[src/rtl/mre_pkg.sv]
// Shared types, constants and helper functions for the matrix row operation engine.
// Depends on nothing; every other file in the block imports it.
package mre_pkg;

   localparam int DIM    = 8;
   localparam int CNT_W  = $clog2(DIM);
   localparam int ADDR_W = $clog2(DIM * DIM);
   localparam int DATA_W = 32;
   localparam int IDX_W  = 3;
   localparam int PROD_W = 2 * DATA_W;
   localparam int FRAC_W = 16;
   localparam int PQ_W   = PROD_W - FRAC_W;
   // Room for DIM scaled products without wrapping before the final saturation.
   localparam int ACC_W  = PQ_W + CNT_W;

   typedef enum logic [2:0] {
      FUNC_WRITE = 3'd0,
      FUNC_READ  = 3'd1,
      FUNC_SWAP  = 3'd2,
      FUNC_ADD   = 3'd3,
      FUNC_LOAD  = 3'd4,
      FUNC_PROD  = 3'd5,
      FUNC_SPLIT = 3'd6
   } func_type;

   typedef enum logic [3:0] {
      S_IDLE,
      S_READ_RD,
      S_READ_OUT,
      S_SWAP_RD,
      S_SWAP_WA,
      S_SWAP_WB,
      S_ADD_RD,
      S_ADD_MUL,
      S_ADD_WR,
      S_PROD_RD,
      S_PROD_MUL,
      S_PROD_ACC,
      S_PROD_OUT,
      S_SPLIT_RD,
      S_SPLIT_OUT
   } state_type;

   typedef enum logic [2:0] {
      WSEL_REQ,
      WSEL_RDA,
      WSEL_RDB,
      WSEL_SUM,
      WSEL_ZERO
   } wsel_type;

   typedef enum logic {
      BSEL_VAL,
      BSEL_VEC
   } bsel_type;

   typedef enum logic [1:0] {
      ACC_HOLD,
      ACC_CLEAR,
      ACC_ADD
   } acc_op_type;

   typedef enum logic [1:0] {
      OSEL_RDA,
      OSEL_ACC,
      OSEL_ZERO
   } osel_type;

   typedef struct packed {
      logic              rd_en;
      logic [ADDR_W-1:0] rd_addr_a;
      logic [ADDR_W-1:0] rd_addr_b;
      logic              wr_en;
      logic [ADDR_W-1:0] wr_addr;
      wsel_type          wr_sel;
      logic              vec_we;
      logic [CNT_W-1:0]  vec_idx;
      logic              mul_en;
      bsel_type          mul_b_sel;
      acc_op_type        acc_op;
      logic              out_load;
      osel_type          out_sel;
      logic [IDX_W-1:0]  out_index;
      logic              out_last;
   } ctl_type;

   function automatic logic [ADDR_W-1:0] mat_addr(input logic [CNT_W-1:0] row,
                                                  input logic [CNT_W-1:0] col);
      return ADDR_W'(int'(row) * DIM + int'(col));
   endfunction

   // Clamp a wide signed sum to the signed 32-bit range.
   function automatic logic signed [DATA_W-1:0] sat32(input logic signed [ACC_W-1:0] v);
      logic [ACC_W-DATA_W:0] top_bits;
      top_bits = v[ACC_W-1:DATA_W-1];
      if ((&top_bits) || !(|top_bits)) begin
         return v[DATA_W-1:0];
      end
      return v[ACC_W-1] ? {1'b1, {(DATA_W-1){1'b0}}} : {1'b0, {(DATA_W-1){1'b1}}};
   endfunction

endpackage

[src/rtl/mre_mat_ram.sv]
// Matrix element store: one write port and two registered read ports.
// Depends on mre_pkg for the depth and widths.
module mre_mat_ram
   import mre_pkg::*;
(
   input  logic                     clock,
   input  logic                     rd_en,
   input  logic [ADDR_W-1:0]        rd_addr_a,
   input  logic [ADDR_W-1:0]        rd_addr_b,
   output logic signed [DATA_W-1:0] rd_data_a,
   output logic signed [DATA_W-1:0] rd_data_b,
   input  logic                     wr_en,
   input  logic [ADDR_W-1:0]        wr_addr,
   input  logic signed [DATA_W-1:0] wr_data
);

   logic signed [DATA_W-1:0] mem [DIM*DIM];
   logic signed [DATA_W-1:0] rd_a_ff;
   logic signed [DATA_W-1:0] rd_b_ff;

   always_ff @(posedge clock) begin
      if (wr_en) begin
         mem[wr_addr] <= wr_data;
      end
   end

   // Read data holds until the next read so a waiting state can still use it.
   always_ff @(posedge clock) begin
      if (rd_en) begin
         rd_a_ff <= mem[rd_addr_a];
         rd_b_ff <= mem[rd_addr_b];
      end
   end

   assign rd_data_a = rd_a_ff;
   assign rd_data_b = rd_b_ff;

endmodule

[config.mk]
export PLATFORM = sky130hd
export DESIGN_NAME = mre_mat_ram
export DESIGN_NICKNAME = d
export VERILOG_FILES = /design/src/rtl/mre_pkg.sv /design/src/rtl/mre_mat_ram.sv
export SDC_FILE = /design/constraint.sdc
export NUM_CORES = 2
export LEC_CHECK = 0
export BUFFER_PORTS_ARGS = -buffer_cell sky130_fd_sc_hd__buf_2
export CORE_MARGIN = 2
export CORE_UTILIZATION = 45
export DETAILED_ROUTE_END_ITERATION = 16
export GPL_ROUTABILITY_DRIVEN = 0
export PLACE_DENSITY_LB_ADDON = 0.12
export SYNTH_ARGS = -nofsm -noshare
export SYNTH_HDL_FRONTEND = slang
export SYNTH_SLANG_ARGS = --single-unit
export TNS_END_PERCENT = 30
[constraint.sdc]
create_clock -name clock -period 4.8 [get_ports clock]
set_input_delay 0.48 -clock clock [delete_from_list [all_inputs] [get_ports clock]]
set_output_delay 0.48 -clock clock [all_outputs]
set_load 0.05 [all_outputs]
==> impl_metrics.toml <==
[finish]
finalNonFillerCells = 7680
drive_above_1_share_pct = 39.3
areaGrowthSynthToFinish_pct = 12.9
fin_nets = 4717

[floorplanning]
start_util_pct = 45.3
die_area_um2 = 218000
die_w_um = 467
rows = 169
io_pins = 117
die_h_um = 467
coreArea_um2 = 213000

[drt]
drc = 0
ant_nets = 0
routed_wl_mm = 317
first_pass_iters = 6
vias = 53100
drt-vias-per-instance = 6.91
post_drt_wl_per_cell_um = 41.3
drtIter0Drc = 7697

[sta]
finalCriticalPeriod_ns = 3.19
rsz0062_at_grt = "false"
slew_violations = 0
hold_ws_ns = 0.225
setup_viol = 0
slew_headroom_pct = 12.4
clock.fmax_mhz = 313
worst_pin_slew_ns = 1.31
min_period_over_period_pct = 66.5
hold_viol_final = 0
fin_skew_ns = 0.0270
setup_tns_ns = 0

[global_route]
met1_usage_pct = 42.3
busiest_layer = "met2"
track_usage_pct = 29.3
antenna_found_initial = 29
overflow = 0
grt_pass1_vias = 53400
grt_util_met2_pct = 45.2
grt_pass1_wl_mm = 438
use_met3_pct = 6.03
grt_start_max_net_pins = 75

[placement]
portBuffers = 116
hpwl_mm = 185
place_inst = 7262

[setup_path]
cp-end-kind = "flip-flop"
required_ns = 5.39
cp-start-kind = "primary input"
path_class = "in -> reg"
crit_path_max_fanout = 33
worstPathArrival_ns = 3.78

[synth]
yosysTopAreaCellShare_pct = 65.9
synth_top_area_cell = "edfxtp_1"
synth_commonest_cells = "edfxtp_1, mux4_2, mux2i_1, clkbuf_1, buf_2"
yosysUniqueCellTypes = 37
syn_area_um2 = 96300
synthArstFlopShare_pct = 0
synth_enable_flop_cells = 2112
avgSynthCellArea_um2 = 21.8
yosysMostFrequentCell = "edfxtp_1"
syn_inst = 4412
ys_ff_latch = 2112
ys_seq_area_share_pct = 65.9
synth_nets = 4465
synth_ff_type = "edfxtp_1"
synth.area.top_cells = "edfxtp_1, mux4_2, mux2i_1"
yosys_warnings = 0

[cts]
clock_path_buffers = 3
numCtsBuffers = 220
h-tree-depth = 4
clock_sinks = 2112
clkLatencyLatePin_ns = 0.87
cts_resized = 0
clkTransAtPathRegs_ns = 0.06
hold_buffers = 0
cts_root_buffer = "clkbuf_16"
post-cts-setup-buffers = 0
cts_tree = "done"

[power_and_ir_drop]
pwr-share-comb_pct = 8.8
vdd_drop_max_uv = 369
p_leak_nw = 34.0
netSwitchingFraction_pct = 23.2
power_frac_clock_pct = 40.7
p_int_mw = 31.4
p_seq_share_pct = 50.5
p_per_area_nw_per_um2 = 376
p_switching_mw = 9.47

[run_status]
status = "completed"

[run]
max_cap_viol_count = 0

[worst_hold_path]
hold_class = "in -> reg"
[layout by cell type, fill, tap and decap left out, types with 16 or more instances in the layout]
master | Yosys | final
a21oi_1 | 58 | 58
clkinv_1 | 0 | 63
mux4_2 | 1124 | 1124
buf_12 | 0 | 43
o211ai_1 | 27 | 27
clkbuf_16 | 0 | 228
a22oi_1 | 85 | 85
nor2_4 | 0 | 63
clkinv_2 | 0 | 32
buf_2 | 121 | 105
nand2_1 | 93 | 91
edfxtp_1 | 2112 | 2112
mux2_2 | 36 | 36
nor2_1 | 94 | 30
o221ai_1 | 16 | 16
mux2i_1 | 204 | 204
bufinv_16 | 0 | 16
o22ai_1 | 56 | 56
o21ai_1 | 31 | 31
buf_4 | 55 | 220
o21ai_0 | 18 | 18
clkbuf_1 | 135 | 55
[cell families (layout without fill, tap and decap cells)]
kind of cell	Yosys count	after routing	synth area share, %
other	0	10	0
flip-flops	2112	2112	65.9
AND/OR/NAND/NOR	248	248	1.13
AO/OA/AOI/OAI	340	340	2.38
multiplexers	1364	1364	28.8
buffers and inverters	348	785	1.81
[state kept, by name, summed over array words and instances, names as in the netlist]
| name | cells |
|---|---|
| rd_data_a | 32 |
| rd_data_b | 32 |
| mem | 2048 |
[metrics by stage]
step	cell area (um2)	setup WS (ns)	util, %	total power, mW
6_report	109000	1.61	51.2	40.8
5_1_grt	109000	1.50	51.2	41.9
2_1_floorplan	96300	1.13	-	23.1
3_5_place_dp	102000	0.755	47.9	24.6
4_1_cts	109000	1.70	51.1	41.1
3_3_place_gp	102000	0.739	47.9	24.6
[path summary, 6_finish.rpt]
check	from	to	slack, ns	cells after the start
max	rd_addr_a[0]	rd_data_a[14]	1.61	8
min	rd_en	rd_data_b[21]	0.23	1
max reg2reg	mem[34][14]	rd_data_a[14]	2.12	5
min reg2reg	mem[39][20]	rd_data_a[20]	0.95	4
[metal layers]
layer / share of wire [%] / wire length (um) / vias to the layer above
met4: 3.1 / 9930 / 8
met3: 10 / 31800 / 513
met5: 0.013 / 41 / -
met2: 47 / 148000 / 3045
met1: 40 / 127000 / 29400
li1: - / - / 20100
[final cells by class]
cell class	count	area (um2)
tap	2821	3530
clock inverter	124	1010
antenna	10	25.0
fill	16600	104000
sequential	2112	63400
timing repair buffer	377	3160
inverter	1	3.75
multi-input combinational	1952	31700
clock buffer	283	5910
[critical path, cell delays in order]
cell	delay, ns
buf_8	0.39
buf_12	0.33
buf_4	0.34
mux4_2	0.53
mux2i_1	0.33
a21oi_1	0.39
nor2_1	0.63
o22ai_1	0.17
[power groups by stage]
stage / clock, mW / combinational [mW] / sequential (mW)
floorplan: 0 / 1.96 / 21.1
global route: 17.5 / 3.73 / 20.6
CTS: 16.9 / 3.56 / 20.6
global placement: 0 / 3.55 / 21.0
finish: 16.6 / 3.57 / 20.6
detailed placement: 0 / 3.56 / 21.0
Power figures use the tool's default switching activity.
