$ cat src/rtl/mre_pkg.sv
// Shared types, constants and helper functions for the matrix row operation engine.
// Depends on nothing; every other file in the block imports it.
package mre_pkg;

   localparam int DIM    = 8;
   localparam int CNT_W  = $clog2(DIM);
   localparam int ADDR_W = $clog2(DIM * DIM);
   localparam int DATA_W = 32;
   localparam int IDX_W  = 3;
   localparam int PROD_W = 2 * DATA_W;
   localparam int FRAC_W = 16;
   localparam int PQ_W   = PROD_W - FRAC_W;
   // Room for DIM scaled products without wrapping before the final saturation.
   localparam int ACC_W  = PQ_W + CNT_W;

   typedef enum logic [2:0] {
      FUNC_WRITE = 3'd0,
      FUNC_READ  = 3'd1,
      FUNC_SWAP  = 3'd2,
      FUNC_ADD   = 3'd3,
      FUNC_LOAD  = 3'd4,
      FUNC_PROD  = 3'd5,
      FUNC_SPLIT = 3'd6
   } func_type;

   typedef enum logic [3:0] {
      S_IDLE,
      S_READ_RD,
      S_READ_OUT,
      S_SWAP_RD,
      S_SWAP_WA,
      S_SWAP_WB,
      S_ADD_RD,
      S_ADD_MUL,
      S_ADD_WR,
      S_PROD_RD,
      S_PROD_MUL,
      S_PROD_ACC,
      S_PROD_OUT,
      S_SPLIT_RD,
      S_SPLIT_OUT
   } state_type;

   typedef enum logic [2:0] {
      WSEL_REQ,
      WSEL_RDA,
      WSEL_RDB,
      WSEL_SUM,
      WSEL_ZERO
   } wsel_type;

   typedef enum logic {
      BSEL_VAL,
      BSEL_VEC
   } bsel_type;

   typedef enum logic [1:0] {
      ACC_HOLD,
      ACC_CLEAR,
      ACC_ADD
   } acc_op_type;

   typedef enum logic [1:0] {
      OSEL_RDA,
      OSEL_ACC,
      OSEL_ZERO
   } osel_type;

   typedef struct packed {
      logic              rd_en;
      logic [ADDR_W-1:0] rd_addr_a;
      logic [ADDR_W-1:0] rd_addr_b;
      logic              wr_en;
      logic [ADDR_W-1:0] wr_addr;
      wsel_type          wr_sel;
      logic              vec_we;
      logic [CNT_W-1:0]  vec_idx;
      logic              mul_en;
      bsel_type          mul_b_sel;
      acc_op_type        acc_op;
      logic              out_load;
      osel_type          out_sel;
      logic [IDX_W-1:0]  out_index;
      logic              out_last;
   } ctl_type;

   function automatic logic [ADDR_W-1:0] mat_addr(input logic [CNT_W-1:0] row,
                                                  input logic [CNT_W-1:0] col);
      return ADDR_W'(int'(row) * DIM + int'(col));
   endfunction

   // Clamp a wide signed sum to the signed 32-bit range.
   function automatic logic signed [DATA_W-1:0] sat32(input logic signed [ACC_W-1:0] v);
      logic [ACC_W-DATA_W:0] top_bits;
      top_bits = v[ACC_W-1:DATA_W-1];
      if ((&top_bits) || !(|top_bits)) begin
         return v[DATA_W-1:0];
      end
      return v[ACC_W-1] ? {1'b1, {(DATA_W-1){1'b0}}} : {1'b0, {(DATA_W-1){1'b1}}};
   endfunction

endpackage

$ cat src/rtl/mre_mac.sv
// Shared Q16.16 multiply-accumulate unit: registered multiplier, accumulator, saturation.
// Depends on mre_pkg for widths and the saturation function.
module mre_mac
   import mre_pkg::*;
(
   input  logic                     clock,
   input  logic                     mul_en,
   input  logic signed [DATA_W-1:0] mul_a,
   input  logic signed [DATA_W-1:0] mul_b,
   input  acc_op_type               acc_op,
   input  logic signed [DATA_W-1:0] addend,
   output logic signed [DATA_W-1:0] sum_sat,
   output logic signed [DATA_W-1:0] acc_sat
);

   logic signed [PROD_W-1:0] prod_ff;
   logic signed [PQ_W-1:0]   prod_q;
   logic signed [ACC_W-1:0]  acc_ff;
   logic signed [ACC_W-1:0]  acc_in;
   logic signed [ACC_W-1:0]  sum;

   always_ff @(posedge clock) begin
      if (mul_en) begin
         prod_ff <= mul_a * mul_b;
      end
   end

   // Dropping the fraction bits of a two's complement product rounds toward minus infinity.
   assign prod_q = prod_ff[PROD_W-1:FRAC_W];

   always_comb begin
      case (acc_op)
         ACC_CLEAR: acc_in = '0;
         ACC_ADD:   acc_in = acc_ff + ACC_W'(prod_q);
         default:   acc_in = acc_ff;
      endcase
   end

   always_ff @(posedge clock) begin
      acc_ff <= acc_in;
   end

   assign sum     = ACC_W'(addend) + ACC_W'(prod_q);
   assign sum_sat = sat32(sum);
   assign acc_sat = sat32(acc_ff);

endmodule

$ cat config.mk
export PLATFORM = sky130hd
export DESIGN_NAME = mre_mac
export DESIGN_NICKNAME = d
export VERILOG_FILES = /design/src/rtl/mre_pkg.sv /design/src/rtl/mre_mac.sv
export SDC_FILE = /design/constraint.sdc
export NUM_CORES = 2
export LEC_CHECK = 0
export ABC_AREA = 1
export ABC_CLOCK_PERIOD_IN_PS = 9070
export BUFFER_PORTS_ARGS = -buffer_cell sky130_fd_sc_hd__buf_4
export CORE_ASPECT_RATIO = 0.7
export CORE_UTILIZATION = 25
export CTS_BUF_LIST = sky130_fd_sc_hd__clkbuf_2
export DETAILED_ROUTE_END_ITERATION = 8
export GPL_TIMING_DRIVEN = 0
export PLACE_DENSITY = 0.43
export SYNTH_ARGS = -nofsm -noshare
export SYNTH_HDL_FRONTEND = slang
export SYNTH_SLANG_ARGS = --single-unit
$ cat constraint.sdc
create_clock -name clock -period 9.07 [get_ports clock]
set_clock_uncertainty 0.05 [all_clocks]
set_input_delay 0.907 -clock clock [delete_from_list [all_inputs] [get_ports clock]]
set_output_delay 0.907 -clock clock [all_outputs]
set_load 0.1 [all_outputs]
==> metrics <==
outcome=finished with violations; failing checks=design-rule violations; Die Wd=530 µm; Post-Layout Cell Count=just over 9000; Final setup viols=0; cells along the critical path=buf_4 -> clkbuf_1 -> nand2_1 -> inv_1 -> fa_1 -> fa_1 -> inv_1 -> fa_1 -> fa_1 -> inv_1 -> fa_1 -> fa_1 -> fa_1 -> fa_1 -> ha_1 -> nand2_1 -> nor2_1 -> inv_1 -> nor4_1 -> nand3_1 -> nand3_1 -> nand3_1 -> nand3_1 -> xor2_1; hold slack=between 600 and 700 ps; Mapped Nets=approximately 8000; CP required=9630 ps; top cell type's share of synthesized area=44.5%; placed instance area=53200 µm²; sinks on the clock net=between 90 and 100; Post-DRT Antenna Nets=0; WP depth=24; Hold Path Class=input port to flip-flop; GRT Overall Usage=21.6%; total CTS buffers=9; root buffer cell=clkbuf_2; Layout Nets=~8100; peak fanout along the critical path=14; CP startpoint kind=input port; Placement Rows=~140; post-synthesis sequential area ratio=6.10%; kind of critical path=input port to flip-flop; H-tree depth=3; core area=194000 µm²; die area=197000 µm²; worst path bufs/invs=6; largest net degree at the start of global routing=49; average size of a mapped cell=7.58 µm²; port buffer count=163; slowest stage delay, CP=770 ps; drt pass-1 iters=8; CTS tree=done; Tcrit/Tclk final=96.4%; min Tclk post-route=8740 ps; global-route wire length before repair=304000 µm; vias in the first global route=~43000; Netlist Area Pre-Place=48700 µm²; Critical Path AT=9300 ps; Util after Layout=27.6%; Worst path slowest cell=clkbuf_1; initial antenna violation count=12; Synthesis Warnings=0; Max clock buf depth=2; number of synthesized flops with an enable pin=99; area grow syn2layout=9.65%; Achievable Freq=114 MHz; Routability Congestion=0.994; initial DRC count=4331; Hold Path Stages=1; Avg WL per Cell=22.7 µm; Slew headroom=6.17%; Post-Syn Instances=6430; CP Capture Type=flip-flop; Post-synth top flop=edfxtp_1; Multi-input gate area=37800 µm²; Via density=4.56; HPWL after DPL=186000 µm; most used cell, CP=fa_1; fill count=21532; async set-or-reset flop fraction in the synthesized netlist=0%; max-slew violation count=0; Design Area, Final=~53000 µm²; reg2reg path depth=16; Slew @ Worst Pin=1410 ps; Fin. Hold Viols=0; gr ovfl total=0; Vias=42017; Yosys reg bits=99; Synth area leaders=fa_1, inv_1, nand2_1; Clock Latency Late Sink=730 ps; final wirelength=210000 µm; Distinct cells, synth=44; RSZ-0062 raised after global routing=false; Max Cap Viol=0; die height=371 µm; CP delay by family, top=adder cells; layout cell share with drive strength beyond 1=3.72%; initial core utilization=25.2%; Synth area leader=fa_1; Reg clk slew, reported paths=350 ps; DP Cell Count=9198; cts hold-fix bufs=0; num ports=approximately 160; DRC Markers=4; Storage cell area=2970 µm²
## synth_stat cells, types with 2 or more instances
cell type	instances
nand4_1	45
o21bai_1	11
nor2_1	297
nand2_2	8
clkbuf_1	204
nand3_2	3
nor2_2	15
ha_1	279
edfxtp_1	99
o2111ai_1	4
nor3_1	28
a221oi_1	2
o21a_1	24
a31oi_1	33
inv_2	6
xnor2_1	41
xor2_1	53
a21boi_0	6
o21ai_1	3
nor4_1	17
nand2_1	1722
a21o_1	15
fa_1	1083
nand2_4	2
o21ai_0	155
xor2_2	2
nand3_1	95
a21oi_1	242
buf_6	6
inv_1	1894
nand3b_1	2
and3_1	2
or2_2	8
o211ai_1	10
nor3_2	5
## path summary, 6_finish.rpt
path          startpoint          end  slack, ps
max            mul_b[10]  prod_ff[58]        330
min               mul_en  prod_ff[24]        660
max reg2reg  prod_ff[16]   acc_ff[20]       5100
min reg2reg    acc_ff[0]    acc_ff[0]        660
## repair_timing
item                                    4_1_cts  5_1_grt
endpoints found under the hold margin         0        0
cloned                                        0        0
endpoints found under the setup margin        4        7
pin swaps                                     0        0
setup buffers                                 0        2
resized for setup                             2        6
## area by class of cell
cell class	count	share of cell area [%]
Timing Repair Buffer	167	2.38
Inverter	1900	13.4
Multi-Input combinational cell	4221	70.7
Antenna cell	6	0.0281
Clock inverter	7	0.187
Sequential cell	99	5.57
Clock buffer	9	0.0843
Buffer	207	1.56
Tap cell	2603	6.10
## stage by stage
step	TNS (ps)	setup slack (ps)
after floorplan	0	1220
after global placement	-10990	-939
after CTS	0	111
after global routing	0	111
after detailed placement	-11480	-972
final	0	330
## per-layer routing
metal	wire length, µm	up-vias	global-route usage, %
met1	102000	21364	33.3
met2	83500	1639	31.0
met3	19800	148	4.18
met5	0	-	0
li1	-	18866	-
met4	4280	0	3.76
## registers in the layout, indices dropped and copies added (netlist names)
| register | flops |
|---|---|
| acc_ff | 51 |
| prod_ff | 48 |
## kinds of logic (layout without fill, tap and decap cells)
group / Yosys count / count (layout) / share of synthesized area (%)
AO/OA/AOI/OAI: 513 / 513 / 5.80
XOR/XNOR: 96 / 96 / 1.76
adder cells (fa/ha/maj): 1362 / 1362 / 51.7
buffers and inverters: 2110 / 2290 / 16.4
flip-flops: 99 / 99 / 6.10
other: 0 / 6 / 0
AND/OR/NAND/NOR: 2250 / 2250 / 18.3
## cell usage in the layout (no fill, tap or decap), types with 3 or more instances in the layout
master / n
nand3_2: 3
inv_8: 4
or2_2: 8
buf_4: 165
nand4_1: 45
inv_2: 7
nand3_1: 95
o21bai_1: 11
a21boi_0: 6
inv_1: 1892
nor2_1: 297
ha_1: 279
o21ai_0: 155
o21a_1: 24
xnor2_1: 41
diode_2: 6
nor3_1: 28
o2111ai_1: 4
nor3_2: 5
a21o_1: 15
a31oi_1: 33
nor4_1: 17
buf_6: 6
a21oi_1: 242
nor2_2: 15
clkbuf_1: 198
xor2_1: 53
o21ai_1: 3
edfxtp_1: 99
clkbuf_2: 10
o211ai_1: 10
fa_1: 1081
nand2_2: 8
nand2_1: 1722
## worst register-to-register path, delay by kind of cell (launching register included)
kind | cells | cell delay, ps
AOI/OAI and AO/OA | 4 | 1210
DFF | 1 | 660
and+or+nand+nor | 9 | 960
adders and majority gates | 2 | 780
buffers and inverters | 1 | 130
Power is not shown: default switching activity piles up to over one toggle a cycle in this logic, so the estimate is an artifact.
