<file path="src/rtl/mre_pkg.sv">
// Shared types, constants and helper functions for the matrix row operation engine.
// Depends on nothing; every other file in the block imports it.
package mre_pkg;

   localparam int DIM    = 8;
   localparam int CNT_W  = $clog2(DIM);
   localparam int ADDR_W = $clog2(DIM * DIM);
   localparam int DATA_W = 32;
   localparam int IDX_W  = 3;
   localparam int PROD_W = 2 * DATA_W;
   localparam int FRAC_W = 16;
   localparam int PQ_W   = PROD_W - FRAC_W;
   // Room for DIM scaled products without wrapping before the final saturation.
   localparam int ACC_W  = PQ_W + CNT_W;

   typedef enum logic [2:0] {
      FUNC_WRITE = 3'd0,
      FUNC_READ  = 3'd1,
      FUNC_SWAP  = 3'd2,
      FUNC_ADD   = 3'd3,
      FUNC_LOAD  = 3'd4,
      FUNC_PROD  = 3'd5,
      FUNC_SPLIT = 3'd6
   } func_type;

   typedef enum logic [3:0] {
      S_IDLE,
      S_READ_RD,
      S_READ_OUT,
      S_SWAP_RD,
      S_SWAP_WA,
      S_SWAP_WB,
      S_ADD_RD,
      S_ADD_MUL,
      S_ADD_WR,
      S_PROD_RD,
      S_PROD_MUL,
      S_PROD_ACC,
      S_PROD_OUT,
      S_SPLIT_RD,
      S_SPLIT_OUT
   } state_type;

   typedef enum logic [2:0] {
      WSEL_REQ,
      WSEL_RDA,
      WSEL_RDB,
      WSEL_SUM,
      WSEL_ZERO
   } wsel_type;

   typedef enum logic {
      BSEL_VAL,
      BSEL_VEC
   } bsel_type;

   typedef enum logic [1:0] {
      ACC_HOLD,
      ACC_CLEAR,
      ACC_ADD
   } acc_op_type;

   typedef enum logic [1:0] {
      OSEL_RDA,
      OSEL_ACC,
      OSEL_ZERO
   } osel_type;

   typedef struct packed {
      logic              rd_en;
      logic [ADDR_W-1:0] rd_addr_a;
      logic [ADDR_W-1:0] rd_addr_b;
      logic              wr_en;
      logic [ADDR_W-1:0] wr_addr;
      wsel_type          wr_sel;
      logic              vec_we;
      logic [CNT_W-1:0]  vec_idx;
      logic              mul_en;
      bsel_type          mul_b_sel;
      acc_op_type        acc_op;
      logic              out_load;
      osel_type          out_sel;
      logic [IDX_W-1:0]  out_index;
      logic              out_last;
   } ctl_type;

   function automatic logic [ADDR_W-1:0] mat_addr(input logic [CNT_W-1:0] row,
                                                  input logic [CNT_W-1:0] col);
      return ADDR_W'(int'(row) * DIM + int'(col));
   endfunction

   // Clamp a wide signed sum to the signed 32-bit range.
   function automatic logic signed [DATA_W-1:0] sat32(input logic signed [ACC_W-1:0] v);
      logic [ACC_W-DATA_W:0] top_bits;
      top_bits = v[ACC_W-1:DATA_W-1];
      if ((&top_bits) || !(|top_bits)) begin
         return v[DATA_W-1:0];
      end
      return v[ACC_W-1] ? {1'b1, {(DATA_W-1){1'b0}}} : {1'b0, {(DATA_W-1){1'b1}}};
   endfunction

endpackage

</file>
<file path="src/rtl/mre_seq.sv">
// Command sequencer: decodes each request and steps the store and the shared unit.
// Depends on mre_pkg for the state, command and control types.
module mre_seq
   import mre_pkg::*;
(
   input  logic             clock,
   input  logic             reset,
   input  logic             req_valid,
   input  logic [2:0]       req_func,
   input  logic [IDX_W-1:0] req_row,
   input  logic [IDX_W-1:0] req_col,
   input  logic             out_free,
   output logic             req_ready,
   output ctl_type          ctl
);

   state_type        state_ff, state_in;
   logic [CNT_W-1:0] i_ff, i_in;
   logic [CNT_W-1:0] j_ff, j_in;
   logic [IDX_W-1:0] r_ff, r_in;
   logic [IDX_W-1:0] c_ff, c_in;
   logic             ok_ff, ok_in;
   logic             row_ok, col_ok;
   logic             i_last, j_last;
   logic [CNT_W-1:0] rr, cc;

   always_ff @(posedge clock) begin
      if (reset) begin
         state_ff <= S_IDLE;
         i_ff     <= '0;
         j_ff     <= '0;
         r_ff     <= '0;
         c_ff     <= '0;
         ok_ff    <= 1'b0;
      end else begin
         state_ff <= state_in;
         i_ff     <= i_in;
         j_ff     <= j_in;
         r_ff     <= r_in;
         c_ff     <= c_in;
         ok_ff    <= ok_in;
      end
   end

   assign row_ok = int'(req_row) < DIM;
   assign col_ok = int'(req_col) < DIM;
   assign i_last = (i_ff == CNT_W'(DIM - 1));
   assign j_last = (j_ff == CNT_W'(DIM - 1));
   assign rr     = CNT_W'(r_ff);
   assign cc     = CNT_W'(c_ff);

   always_comb begin
      state_in  = state_ff;
      i_in      = i_ff;
      j_in      = j_ff;
      r_in      = r_ff;
      c_in      = c_ff;
      ok_in     = ok_ff;
      req_ready = 1'b0;
      ctl       = '0;

      case (state_ff)
         S_IDLE: begin
            req_ready = !reset;
            if (req_valid && !reset) begin
               r_in  = req_row;
               c_in  = req_col;
               ok_in = row_ok && col_ok;
               i_in  = '0;
               j_in  = '0;
               case (func_type'(req_func))
                  FUNC_WRITE: begin
                     if (row_ok && col_ok) begin
                        ctl.wr_en   = 1'b1;
                        ctl.wr_addr = mat_addr(CNT_W'(req_row), CNT_W'(req_col));
                        ctl.wr_sel  = WSEL_REQ;
                     end
                  end
                  FUNC_READ: begin
                     state_in = (row_ok && col_ok) ? S_READ_RD : S_READ_OUT;
                  end
                  FUNC_SWAP: begin
                     if (row_ok && col_ok && (req_row != req_col)) begin
                        state_in = S_SWAP_RD;
                     end
                  end
                  FUNC_ADD: begin
                     if (row_ok && col_ok) begin
                        state_in = S_ADD_RD;
                     end
                  end
                  FUNC_LOAD: begin
                     if (col_ok) begin
                        ctl.vec_we  = 1'b1;
                        ctl.vec_idx = CNT_W'(req_col);
                     end
                  end
                  FUNC_PROD: begin
                     ctl.acc_op = ACC_CLEAR;
                     state_in   = S_PROD_RD;
                  end
                  FUNC_SPLIT: begin
                     state_in = S_SPLIT_RD;
                  end
                  default: begin
                  end
               endcase
            end
         end

         S_READ_RD: begin
            ctl.rd_en     = 1'b1;
            ctl.rd_addr_a = mat_addr(rr, cc);
            ctl.rd_addr_b = mat_addr(rr, cc);
            state_in      = S_READ_OUT;
         end

         S_READ_OUT: begin
            if (out_free) begin
               ctl.out_load  = 1'b1;
               ctl.out_sel   = ok_ff ? OSEL_RDA : OSEL_ZERO;
               ctl.out_index = r_ff;
               ctl.out_last  = 1'b1;
               state_in      = S_IDLE;
            end
         end

         S_SWAP_RD: begin
            ctl.rd_en     = 1'b1;
            ctl.rd_addr_a = mat_addr(rr, i_ff);
            ctl.rd_addr_b = mat_addr(cc, i_ff);
            state_in      = S_SWAP_WA;
         end

         S_SWAP_WA: begin
            ctl.wr_en   = 1'b1;
            ctl.wr_addr = mat_addr(cc, i_ff);
            ctl.wr_sel  = WSEL_RDA;
            state_in    = S_SWAP_WB;
         end

         S_SWAP_WB: begin
            ctl.wr_en   = 1'b1;
            ctl.wr_addr = mat_addr(rr, i_ff);
            ctl.wr_sel  = WSEL_RDB;
            i_in        = i_ff + 1'b1;
            state_in    = i_last ? S_IDLE : S_SWAP_RD;
         end

         S_ADD_RD: begin
            ctl.rd_en     = 1'b1;
            ctl.rd_addr_a = mat_addr(rr, i_ff);
            ctl.rd_addr_b = mat_addr(cc, i_ff);
            state_in      = S_ADD_MUL;
         end

         S_ADD_MUL: begin
            ctl.mul_en    = 1'b1;
            ctl.mul_b_sel = BSEL_VAL;
            state_in      = S_ADD_WR;
         end

         S_ADD_WR: begin
            ctl.wr_en   = 1'b1;
            ctl.wr_addr = mat_addr(cc, i_ff);
            ctl.wr_sel  = WSEL_SUM;
            i_in        = i_ff + 1'b1;
            state_in    = i_last ? S_IDLE : S_ADD_RD;
         end

         S_PROD_RD: begin
            ctl.rd_en     = 1'b1;
            ctl.rd_addr_a = mat_addr(i_ff, j_ff);
            ctl.rd_addr_b = mat_addr(i_ff, j_ff);
            state_in      = S_PROD_MUL;
         end

         S_PROD_MUL: begin
            ctl.mul_en    = 1'b1;
            ctl.mul_b_sel = BSEL_VEC;
            ctl.vec_idx   = j_ff;
            state_in      = S_PROD_ACC;
         end

         S_PROD_ACC: begin
            ctl.acc_op = ACC_ADD;
            j_in       = j_ff + 1'b1;
            state_in   = j_last ? S_PROD_OUT : S_PROD_RD;
         end

         S_PROD_OUT: begin
            if (out_free) begin
               ctl.out_load  = 1'b1;
               ctl.out_sel   = OSEL_ACC;
               ctl.out_index = IDX_W'(i_ff);
               ctl.out_last  = i_last;
               ctl.acc_op    = ACC_CLEAR;
               i_in          = i_ff + 1'b1;
               j_in          = '0;
               state_in      = i_last ? S_IDLE : S_PROD_RD;
            end
         end

         S_SPLIT_RD: begin
            ctl.rd_en     = 1'b1;
            ctl.rd_addr_a = mat_addr(i_ff, i_ff);
            ctl.rd_addr_b = mat_addr(i_ff, i_ff);
            state_in      = S_SPLIT_OUT;
         end

         S_SPLIT_OUT: begin
            if (out_free) begin
               ctl.out_load  = 1'b1;
               ctl.out_sel   = OSEL_RDA;
               ctl.out_index = IDX_W'(i_ff);
               ctl.out_last  = i_last;
               ctl.wr_en     = 1'b1;
               ctl.wr_addr   = mat_addr(i_ff, i_ff);
               ctl.wr_sel    = WSEL_ZERO;
               i_in          = i_ff + 1'b1;
               state_in      = i_last ? S_IDLE : S_SPLIT_RD;
            end
         end

         default: begin
            state_in = S_IDLE;
         end
      endcase
   end

endmodule

</file>
<file path="config.mk">
export PLATFORM = sky130hd
export DESIGN_NAME = mre_seq
export DESIGN_NICKNAME = d
export VERILOG_FILES = /design/src/rtl/mre_pkg.sv /design/src/rtl/mre_seq.sv
export SDC_FILE = /design/constraint.sdc
export NUM_CORES = 1
export LEC_CHECK = 0
export BUFFER_PORTS_ARGS = -buffer_cell sky130_fd_sc_hd__clkbuf_2
export CAP_MARGIN = 20
export CORE_MARGIN = 3
export CORE_UTILIZATION = 52
export DETAILED_ROUTE_END_ITERATION = 7
export GPL_TIMING_DRIVEN = 1
export PLACE_DENSITY = 0.8
export SYNTH_ARGS = -nofsm -noshare
export SYNTH_HDL_FRONTEND = slang
export SYNTH_SLANG_ARGS = --single-unit
</file>
<file path="constraint.sdc">
create_clock -name clock -period 3.1 [get_ports clock]
set_input_delay 0.93 -clock clock [delete_from_list [all_inputs] [get_ports clock]]
set_output_delay 0.93 -clock clock [all_outputs]
set_load 0.03 [all_outputs]
</file>
==> impl_metrics.csv <==
group,metric,value,unit
drt,drt-total-wl,5.49,mm
placed_design,placed_area,2110,um^2
logic_synthesis,yosys.area.top_type,"dfxtp_1",
floorplanning,fp.dieW,64.1,um
drt,dr.pass1.iters,5,
setup_path,endpoint_kind,"primary output",
logic_synthesis,synth-async-reset-ratio,0,%
sta,rsz0062_at_grt,"no",
sta,fin_crit_sh,96.0,%
floorplanning,coreArea,3130,um^2
clocking,cts_setup_buffers,0,
logic_synthesis,synth_area,1750,um^2
logic_synthesis,syn_avg_cell_area,7.31,um^2
floorplanning,rows,20,
run_status,status,"complete, no violations",
layout,final-seq-area,344,um^2
power_and_ir_drop,pwr-share-clk,9.3,%
setup_path,crit_type,"register to primary output",
power_and_ir_drop,combPwrFrac,65.7,%
setup_path,cp-start-kind,"register",
power_and_ir_drop,leakage,0.925,nW
logic_synthesis,ys_top_cells_by_area,"dfxtp_1 (19%), nand2_1 (6.2%), nor2_1 (6.0%)",
logic_synthesis,ys.warnings.count,0,
sta,finClkSkew,0.00230,ns
layout,n_fill_cell,294,
floorplanning,start_util,56.1,%
clocking,htreeDepth,1,
power_and_ir_drop,seqPwrFrac,25.0,%
sta,setup-violations-final,0,
global_routing,antenna_found_initial,0,
layout,n_antenna_cell,0,
drt,drc,0,
sta,tightest_slew,0.495,ns
sta,maxSlewHeadroom,67.0,%
power_and_ir_drop,ir_worst_vdd,0.000349,V
sta,fin_tns_setup,0,ns
drt,drt_iter0_drc,143,
floorplanning,dieArea,4110,um^2
clocking,clockBufferDepth,2,
layout,multi_input_area,1270,um^2
layout,layout-area-overhead-vs-synth,22.0,%
worst_hold_path,hold_path_class,"register to register",
logic_synthesis,yosysTopAreaCellShare,19.4,%
floorplanning,pin_count,52,
power_and_ir_drop,total_power,1.41,mW
sta,max_freq,336,MHz
power_and_ir_drop,power.density,658,nW/um^2
clocking,path_clk_slew,0.12,ns
sta,final-max-slew-violation-count,0,
power_and_ir_drop,internal-power,0.653,mW
logic_synthesis,synth_seq_area_share,19.4,%
clocking,cts_tree,"yes",
setup_path,worstPathMaxFanout,12,
logic_synthesis,synthesis.nets,257,
global_routing,first_global_vias,1884,
layout,final_area,2140,um^2
placed_design,io_buffers,51,
drt,via_per_inst,5.90,
flow_run,cap_violations,0,
floorplanning,die_y,64.1,um
clocking,cts.sinks,17,
placed_design,place_congestion,0.948,
layout,finalNetCount,312,
logic_synthesis,ys.flop_type,"dfxtp_1",
power_and_ir_drop,netSwitchingFraction,53.7,%
clocking,cts_buffers,3,
power_and_ir_drop,switching_power,0.756,mW
clocking,cts_root_buf,"clkbuf_4",
drt,ant_nets,0,
global_routing,grt_pass1_wl,9.05,mm
logic_synthesis,ys_ff_latch,17,
sta,worst_slack,0.125,ns
logic_synthesis,yosysUniqueCellTypes,56,
placed_design,place_ws,0.202,ns
drt,routed-via-count,1995,
global_routing,grtUsageTotal,27.8,%
clocking,clk_latency,0.30,ns
layout,layout-drive-gt1-share,32.7,%
drt,wl_per_cell,16.2,um
placed_design,hpwl,4.24,mm
sta,hold_viol,0,
global_routing,grt_max_degree,19,
logic_synthesis,synth_cells,240,
logic_synthesis,synth_edf_count,0,
sta,timing.final.crit_period,2.98,ns
setup_path,crit_arrival,2.05,ns
setup_path,critPathRequiredTime,2.17,ns
global_routing,grt-ovfl-total,0,
==> area by class of cell <==
cell class	count	share of cell area, %
well taps	44	2.57
flip-flops and latches	17	16.1
clock inverters	1	0.234
multi-input cells	193	59.2
inverters	7	1.23
clock buffers	3	1.05
repair buffers	73	19.6
==> flip-flops by register name, summed over array words and instances, names as in the netlist <==
signal,cells
state_ff,4
c_ff,3
i_ff,3
j_ff,3
r_ff,3
ok_ff,1
==> worst max-delay path, stage by stage, from the launching register on <==
cell and delay, ns:
dfxtp_1 0.34, buf_4 0.18, nand2b_1 0.17, a211oi_2 0.36, o21bai_1 0.21, nand2_1 0.09
o21ai_0 0.13, clkbuf_2 0.26
==> routing by layer <==
layer / GRT usage, % / routed length [um] / vias to the layer above / part of all wire (%)
li1: - / - / 976 / -
met1: 37.8 / 2430 / 907 / 44
met2: 44.8 / 2480 / 98 / 45
met3: 3.87 / 456 / 14 / 8.3
met4: 9.70 / 125 / 0 / 2.3
met5: 0 / 0 / - / 0
==> cells in the mapped netlist, types with 5 or more instances <==
cell / number
nor2b_1: 7
mux2i_1: 9
buf_2: 13
nor3_1: 5
a22oi_1: 10
o21ai_0: 18
xor2_1: 5
nand2_1: 29
nor2_1: 28
buf_4: 7
dfxtp_1: 17
a22o_1: 7
inv_1: 5
a21oi_1: 15
==> final timing paths <==
path / from / endpoint / slack (ns) / cells after the start
worst min-delay path: c_ff[2] / c_ff[2] / 0.49 / 2
worst max register to register: i_ff[1] / state_ff[1] / 1.27 / 7
worst min register to register: c_ff[2] / c_ff[2] / 0.49 / 2
worst max-delay path: state_ff[0] / ctl[32] / 0.12 / 7
==> cell families (layout without fill, tap and decap cells) <==
logic type	after synthesis	count (layout)	synth area share [%]
fa+ha+maj	4	4	2.85
flops	17	17	19.4
compound gates	79	79	31.4
xor+xnor	6	6	3.00
simple gates	95	95	28.5
mux	9	9	5.14
buf+inv	30	84	9.70
==> placed cells by master, fill, tap and decap left out, types with 4 or more instances in the layout <==
| cell | instances |
|---|---|
| xor2_1 | 5 |
| nor2b_1 | 7 |
| a21oi_1 | 15 |
| buf_4 | 22 |
| dfxtp_1 | 14 |
| o21ai_0 | 18 |
| inv_1 | 5 |
| ha_1 | 4 |
| nor2_1 | 26 |
| nand2_1 | 29 |
| a22o_1 | 4 |
| nand3_1 | 4 |
| clkbuf_2 | 50 |
| mux2i_1 | 9 |
| nor3_1 | 5 |
| a22oi_1 | 10 |
| nand2b_1 | 4 |
==> power groups by stage <==
| stage | combinational [mW] | clock (mW) | sequential, mW |
|---|---|---|---|
| CTS | 0.911 | 0.132 | 0.345 |
| finish | 0.925 | 0.131 | 0.353 |
| global placement | 0.895 | 0 | 0.347 |
| global route | 0.996 | 0.142 | 0.359 |
| detailed placement | 0.906 | 0 | 0.349 |
| floorplan | 0.726 | 0 | 0.303 |
==> metrics by stage <==
| step | utilization (%) | std cells | hold WS, ns |
|---|---|---|---|
| 2_1_floorplan | - | 240 | 0.428 |
| 3_3_place_gp | 67.4 | 334 | 0.473 |
| 3_5_place_dp | 67.4 | 334 | 0.479 |
| 4_1_cts | 68.3 | 338 | 0.495 |
| 5_1_grt | 68.4 | 338 | 0.543 |
| 6_report | 68.4 | 338 | 0.493 |
==> repair_timing <==
item,CTS,global route
pin swaps,0,1
setup endpoints to repair,4,17
hold buffers,0,0
resized for setup,1,4
endpoints found under the hold margin,0,0
No activity file was read; power rests on OpenSTA's default activity.
